$ cat src/hdl/tcsa_pkg.sv
`default_nettype none

package tcsa_pkg;

  localparam int WORD_BITS = 64;
  localparam int POS_W     = 6;

  typedef enum logic [1:0] {
    OP_ALLOC  = 2'd0,
    OP_RESIZE = 2'd1,
    OP_FREE   = 2'd2,
    OP_NONE   = 2'd3
  } op_t;

  localparam logic [1:0] STAT_OK        = 2'd0;
  localparam logic [1:0] STAT_OOM       = 2'd1;
  localparam logic [1:0] STAT_TOO_LARGE = 2'd2;

  localparam logic POOL_SMALL = 1'b0;
  localparam logic POOL_BIG   = 1'b1;

  typedef enum logic [2:0] {
    S_CLEAR,
    S_IDLE,
    S_DISPATCH,
    S_MODIFY,
    S_SCAN
  } state_t;

  typedef struct packed {
    logic             found;
    logic [POS_W-1:0] pos;
  } find_res_t;

endpackage

`default_nettype wire

$ cat src/hdl/tcsa_find.sv
`default_nettype none

module tcsa_find (
  input  logic [tcsa_pkg::WORD_BITS-1:0] word,
  output tcsa_pkg::find_res_t            res
);
  import tcsa_pkg::*;

  always_comb begin
    res = '0;
    for (int i = WORD_BITS - 1; i >= 0; i--) begin
      if (!word[i]) begin
        res.found = 1'b1;
        res.pos   = POS_W'(i);
      end
    end
  end

endmodule

`default_nettype wire

$ cat config.mk
export PLATFORM = sky130hd
export DESIGN_NAME = tcsa_find
export DESIGN_NICKNAME = d
export VERILOG_FILES = /design/src/hdl/tcsa_pkg.sv /design/src/hdl/tcsa_find.sv
export SDC_FILE = /design/constraint.sdc
export NUM_CORES = 1
export LEC_CHECK = 0
export BUFFER_PORTS_ARGS = -buffer_cell sky130_fd_sc_hd__buf_2
export CORE_MARGIN = 5
export CORE_UTILIZATION = 41
export DETAILED_ROUTE_END_ITERATION = 10
export PLACE_DENSITY = 0.94
export SYNTH_ARGS = -nofsm -noshare
export SYNTH_HDL_FRONTEND = slang
export SYNTH_SLANG_ARGS = --single-unit
$ cat constraint.sdc
create_clock -name vclk -period 1.3
set_clock_uncertainty 0.15 [all_clocks]
set_input_delay 0.065 -clock vclk [all_inputs]
set_output_delay 0.065 -clock vclk [all_outputs]
set_load 0.03 [all_outputs]
==> summary.md, run 1 <==
| Metric | Value |
|---|---|
| Outcome | `aborted with a tool error` |
| Failing step | `global routing` |
| First error | `[ERROR DPL-0038] Utilization greater than 100%, impossible to legalize` |
| Ys Warns | `0` |
| Sequential element share of the synthesized area | `0%` |
| Initial Utilization | `43.2%` |
| # IOs | `71` |
| Cell Area, Synth | `857 µm²` |
| Routability congestion estimate | `0.905` |
| Die Width | `~56 µm` |
| Worst EP kind | `primary output` |
| Largest net degree at the start of global routing | `7` |
| Area contributors post-synth | `nand4_1, nand2_1, nand3_1, o21ai_0, a211oi_1` |
| Die H | `55.7 µm` |
| Port buffer count | `71` |
| Synth top area share | `13.9%` |
| Syn_nets | `207` |
| Detailed Place HPWL | `approximately 3500 µm` |
| Post-synth top area cell | `nand4_1` |
| Placed Area | `about 0.0016 mm²` |
| Std-Cell Rows | `16` |
| Worst endpoint after global-route timing repair | `res[2]` |
| Post-Syn Instances | `143` |
| Synth cell types | `32` |
| Syn avg cell area | `5.99 µm²` |
| CTS Hold Bufs | `0` |
| Dpl cells | `284` |
==> Yosys cell counts (all sizes together), types with 4 or more instances <==
cell / instances
nand2: 20
and4: 4
a211oi: 5
o21ai: 10
nand2b: 4
nand4: 20
a21oi: 7
a31oi: 5
nor2: 10
nor2b: 4
nand3: 12
inv: 11
a21boi: 4
==> cells by family after synthesis <==
kind of cell    synth area share (%)
buf+inv                         4.82
compound gates                  42.2
simple gates                    53.0
==> stage by stage <==
| step | utilization (%) | setup WS [ns] |
|---|---|---|
| 2_1_floorplan | - | -0.0573 |
| 3_3_place_gp | 79.5 | -0.195 |
| 3_5_place_dp | 79.5 | -0.281 |
| 4_1_cts | 91.9 | -0.164 |
==> what timing repair did <==
action,in CTS
gates resized for setup,51
hold endpoints to repair,0
pin swaps,20
gates cloned,0
setup endpoints to repair,7
buffers inserted,1
==> inputs of run 2 (changes only) <==
--- a/config.mk
+++ b/config.mk
@@ -6,10 +6,10 @@
 export NUM_CORES = 1
 export LEC_CHECK = 0
 export BUFFER_PORTS_ARGS = -buffer_cell sky130_fd_sc_hd__buf_2
-export CORE_MARGIN = 5
-export CORE_UTILIZATION = 41
+export CORE_AREA = 5 5 66 68
 export DETAILED_ROUTE_END_ITERATION = 10
-export PLACE_DENSITY = 0.94
+export DIE_AREA = 0 0 71 73
+export PLACE_DENSITY_LB_ADDON = 0.15
 export SYNTH_ARGS = -nofsm -noshare
 export SYNTH_HDL_FRONTEND = slang
 export SYNTH_SLANG_ARGS = --single-unit
==> summary.md, run 2 <==
| Metric | Value |
|---|---|
| Final hold vios | `0` |
| Most frequent cells after synthesis | `nand2_1, nand4_1, nand3_1 (unchanged)` |
| Fin crit period | `1.47 ns` |
| Power Density | `241 mW/mm²` |
| FF+latch area | `0 µm²` |
| Remaining global-route overflow | `0` |
| Leak Pwr | `~0.96 nW` |
| DR DRC count | `0` |
| Syn avg cell area | `5.99 µm² (unchanged)` |
| Cell Area, Synth | `857 µm² (unchanged)` |
| Max-cap violations | `0` |
| Drt total wl | `4230 µm` |
| Initial Utilization | `22.6% (was 43.2%)` |
| Die H | `73 µm (was 55.7 µm)` |
| Worst setup margin | `-0.173 ns` |
| XOR/XNOR Fraction of Synth Area | `0% (unchanged)` |
| Synth top area share | `13.9% (unchanged)` |
| Initial drt markers | `47` |
| Ys Warns | `0 (unchanged)` |
| Vias per cell | `5.04` |
| Maximum vdd drop | `0.000121 V` |
| GRT Total Usage | `14.8%` |
| Post-synth top area cell | `nand4_1 (unchanged)` |
| Synth Area in Simple Gates | `53.0% (unchanged)` |
| Sequential element share of the synthesized area | `0% (unchanged)` |
| Worst path arrival time | `1.26 ns` |
| Most frequent cells in the layout | `buf_4, buf_6, buf_2` |
| Class of the worst hold path | `in -> out` |
| Share of post-route cells with drive strength above 1 | `60.1%` |
| Layout area overhead | `150%` |
| Synth cell types | `32 (unchanged)` |
| RSZ-0062 raised after global routing | `true` |
| Final hold slack | `0.387 ns` |
| Crit. End Element | `primary output` |
| Outcome | `finished with violations (was aborted with a tool error)` |
| Routed Antenna Nets | `0` |
| Most common cell after layout, fill and taps aside | `buf_4` |
| Final setup viols | `7` |
| DRT Pass-1 Iters | `4` |
| Worst-margin pin slew | `just under 0.3 ns` |
| Drt wl/cell | `~13 µm` |
| Slew HR | `80.6%` |
| Via count | `1603` |
| Post-Syn Instances | `143 (unchanged)` |
| Final Power | `0.516 mW` |
| Worst-path fanout max | `3` |
| Die Width | `71 µm (was 55.7 µm)` |
| Mux share of post-synthesis cell area | `0% (unchanged)` |
| Post-synthesis adder-cell area fraction | `0% (unchanged)` |
| Final worst path period share | `113%` |
| CORE AREA | `0.00380 mm²` |
| CP required | `around 1.1 ns` |
| # diodes | `0` |
| Std-Cell Rows | `23 (was 16)` |
| Detailed Place HPWL | `3380 µm (was 3480 µm)` |
| Wire length of the first global-routing pass | `6620 µm` |
| Area contributors post-synth | `nand4_1, nand2_1, nand3_1, o21ai_0, a211oi_1 (unchanged)` |
| Fillers | `381` |
| Fmax | `between 600 and 700 MHz` |
| Crit Path Class | `in -> out` |
| Startpoint types | `input port` |
| # clk buffers | `0` |
| Largest net degree at the start of global routing | `7` |
| Final net count | `334` |
| # IOs | `71 (unchanged)` |
| Routability congestion estimate | `0.810 (was 0.905)` |
| Violated checks | `setup timing` |
| Syn_nets | `207 (unchanged)` |
| Port buffer count | `71 (unchanged)` |
| Synth Area in Compound Gates | `42.2% (unchanged)` |
| Die area | `approximately 0.0052 mm²` |
| Final max-slew violation count | `0` |
| Vias in the first global route | `1569` |
| Main combinational cell family by area after synthesis | `simple AND/OR/NAND/NOR gates (unchanged)` |
| CTS Hold Bufs | `0 (unchanged)` |
| Seq Cell Count | `0` |
| Initial antenna violation count | `0` |
| Most common cell in the netlist | `nand2_1 (unchanged)` |
-- run 2: cell counts after synthesis --
Identical to the previous run, type by type.
-- run 2: final timing paths --
path	startpoint	end	slack, ns	cells past startpoint
setup / recovery	word[60]	res[3]	-0.17	7
hold / removal	word[1]	res[2]	0.39	4
-- run 2: worst max-delay path, stage by stage --
cell	delay, ns
buf_8	0.08
nand4_1	0.23
o211ai_1	0.30
a211oi_2	0.12
o31ai_2	0.23
a21boi_2	0.09
buf_6	0.15
-- run 2: per-stage QoR --
stage / setup TNS, ns / utilization [%] / area (µm²) / instances / setup WS [ns]
6_report: -0.550 / 56.4 / 2140 / 318 / -0.173
5_1_grt: -1.10 / 56.4 / 2140 / 318 / -0.228
4_1_cts: -0.518 / 53.6 / 2040 / 316 / -0.134
3_5_place_dp: -1.13 / 43.8 / 1670 / 315 / -0.190
3_3_place_gp: -1.06 / 43.8 / 1670 / 315 / -0.194
2_1_floorplan: -0.110 / - / 865 / 143 / -0.0573
-- run 2: logic make-up (layout without fill, tap and decap cells) --
kind of cell    after synthesis  after routing
compound gates               49             49
simple gates                 83             83
buf+inv                      11            136
-- run 2: area by class of cell --
class,instances,area (µm²),area share (%)
inverters,11,41.3,1.93
repair buffers,125,1020,47.5
well taps,50,62.6,2.92
multi-input cells,132,1020,47.6
-- run 2: routing by layer --
layer | GRT usage, % | vias to the layer above | routed length [µm]
met5 | 0 | - | 0
met4 | 0 | 0 | 0
met3 | 2.34 | 0 | 283
met2 | 27.2 | 42 | 2140
met1 | 19.4 | 724 | 1810
li1 | - | 837 | -
-- run 2: power by group --
| group | internal (mW) | leakage (nW) | switching (mW) |
|---|---|---|---|
| clock | 0 | 0 | 0 |
| combinational | 0.294 | 0.956 | 0.223 |
| sequential | 0 | 0 | 0 |
-- run 2: repair_timing --
item,in CTS,in global routing
setup buffers,1,2
setup endpoints to repair,7,7
pin swaps,27,19
gates resized for setup,74,20
No activity file was read; power rests on OpenSTA's default activity.
==> inputs of run 3 (changes only) <==
--- a/config.mk
+++ b/config.mk
@@ -9,6 +9,7 @@
 export CORE_AREA = 5 5 66 68
 export DETAILED_ROUTE_END_ITERATION = 10
 export DIE_AREA = 0 0 71 73
+export MAX_ROUTING_LAYER = met4
 export PLACE_DENSITY_LB_ADDON = 0.15
 export SYNTH_ARGS = -nofsm -noshare
 export SYNTH_HDL_FRONTEND = slang
==> summary.md, run 3 (synthesis gave the netlist of run 2 again) <==
| Metric | Value |
|---|---|
| Worst setup margin | `-0.173 ns (about the same)` |
| CP required | `1.09 ns (about the same)` |
| Post-route cell area | `0.00214 mm² (unchanged)` |
| WHS Path Cells | `4 (unchanged)` |
| # diodes | `0 (unchanged)` |
| # clk buffers | `0 (unchanged)` |
| Std-Cell Rows | `23 (unchanged)` |
| Slew HR | `80.6% (unchanged)` |
| Violated checks | `setup timing (unchanged)` |
| Fmax | `679 MHz (about the same)` |
| DR DRC count | `0 (unchanged)` |
| Worst path slowest cell | `o211ai_1 (unchanged)` |
| Final hold vios | `0 (unchanged)` |
| Vias per cell | `5.04 (unchanged)` |
| Largest net degree at the start of global routing | `7 (unchanged)` |
| FF+latch area | `0 µm² (unchanged)` |
| Placed Area | `0.00167 mm² (unchanged)` |
| Crit. End Element | `primary output (unchanged)` |
| GRT Total Usage | `15.2% (was 14.8%)` |
| Initial antenna violation count | `0 (unchanged)` |
| DRT Pass-1 Iters | `4 (unchanged)` |
| Crit-path cells | `buf_8 > nand4_1 > o211ai_1 > a211oi_2 > o31ai_2 > a21boi_2 > buf_6 (unchanged)` |
| # IOs | `71 (unchanged)` |
| Die area | `0.00518 mm² (unchanged)` |
| Power Density | `241 mW/mm² (about the same)` |
| Total negative slack | `-0.550 ns (about the same)` |
| Remaining global-route overflow | `0 (unchanged)` |
| Class of the worst hold path | `in -> out (unchanged)` |
| Die Width | `71 µm (unchanged)` |
| Via count | `1603 (unchanged)` |
| Initial drt markers | `47 (unchanged)` |
| Drt total wl | `4230 µm (unchanged)` |
| Most common cell after layout, fill and taps aside | `buf_4 (unchanged)` |
| Fillers | `381 (unchanged)` |
| Max-cap violations | `0 (unchanged)` |
| Leak Pwr | `0.956 nW (unchanged)` |
| Vias in the first global route | `1569 (unchanged)` |
| Buf+Inv Stages, Crit Path | `2 (unchanged)` |
| Critical path's top delay family | `compound AO/OA/AOI/OAI gates (unchanged)` |
| Routability congestion estimate | `0.822 (was 0.810)` |
| Outcome | `finished with violations (unchanged)` |
| Maximum vdd drop | `0.000121 V (about the same)` |
| Worst path arrival time | `1.26 ns (about the same)` |
| Most frequent cells in the layout | `buf_4, buf_6, buf_2 (unchanged)` |
| Port buffer count | `71 (unchanged)` |
| Drt wl/cell | `13.3 µm (unchanged)` |
| Seq Cell Count | `0 (unchanged)` |
| Final setup viols | `7 (unchanged)` |
| CTS Hold Bufs | `0 (unchanged)` |
| Wire length of the first global-routing pass | `6620 µm (unchanged)` |
| Detailed Place HPWL | `3380 µm (unchanged)` |
| Area of the multi-input gates | `0.00102 mm² (unchanged)` |
| Final max-slew violation count | `0 (unchanged)` |
| Final worst path period share | `113% (about the same)` |
| Dpl cells | `315 (unchanged)` |
| Fin crit period | `1.47 ns (about the same)` |
| Final net count | `334 (unchanged)` |
| Startpoint types | `input port (unchanged)` |
| Final hold slack | `0.387 ns (unchanged)` |
| RSZ-0062 raised after global routing | `true (unchanged)` |
| Hold Crit Start | `word[1] (unchanged)` |
| Initial Utilization | `22.6% (unchanged)` |
| Stages on the worst setup path | `7 (unchanged)` |
| Crit Path Class | `in -> out (unchanged)` |
| Die H | `73 µm (unchanged)` |
| Fin cells | `318 (unchanged)` |
| Layout area overhead | `150% (unchanged)` |
| Crit path launch | `word[60] (unchanged)` |
| CORE AREA | `0.00380 mm² (unchanged)` |
| Worst-path fanout max | `3 (unchanged)` |
| Max incr delay on CP | `0.30 ns (about the same)` |
| Share of post-route cells with drive strength above 1 | `60.1% (unchanged)` |
| Routed Antenna Nets | `0 (unchanged)` |
| Final Util | `56.4% (unchanged)` |
| Hold Path End | `res[2] (unchanged)` |
| Worst-margin pin slew | `0.291 ns (unchanged)` |
run 3: cell counts in the layout (fill, tap and decap cells not counted):
No cell type changed its count.
run 3: worst max-delay path by stage:
stage / to / slack, ns
after global placement: res[2] / -0.19
after detailed placement: res[0] / -0.19
final: res[3] / -0.17
after global routing: res[3] / -0.23
after floorplan: res[4] / -0.06
after CTS: res[2] / -0.13
run 3: final cells by class:
cell class | count | share of cell area [%]
timing repair buffer | 125 | 47.5
multi-input combinational | 132 | 47.6
inverter | 11 | 1.93
tap | 50 | 2.92
run 3: worst min-delay path, stage by stage:
cell	delay [ns]
buf_2	0.12
nand4_1	0.11
a21oi_2	0.05
buf_6	0.13
run 3: metrics by stage:
step,setup WS (ns),power (mW)
final,-0.173,0.516
after global routing,-0.228,0.562
after CTS,-0.134,0.493
after detailed placement,-0.190,0.390
after global placement,-0.194,0.390
after floorplan,-0.0573,0.106
run 3: metal layers:
layer / vias up / global-route usage, % / share of wire, %
met5: - / - / 0
met4: 0 / 0 / 0
met3: 0 / 1.79 / 6.0
met2: 42 / 27.2 / 51
met1: 724 / 19.7 / 43
li1: 837 / - / -
run 3: report_power, final:
part | switching, mW | total [mW] | leakage (nW) | internal, mW
combinational | 0.223 | 0.516 | 0.956 | 0.294
clock | 0 | 0 | 0 | 0
sequential | 0 | 0 | 0 | 0
run 3: timing repair:
action                     CTS  global route
setup buffers                1             2
gates resized for setup     74            20
pin swaps                   27            19
setup endpoints to repair    7             7
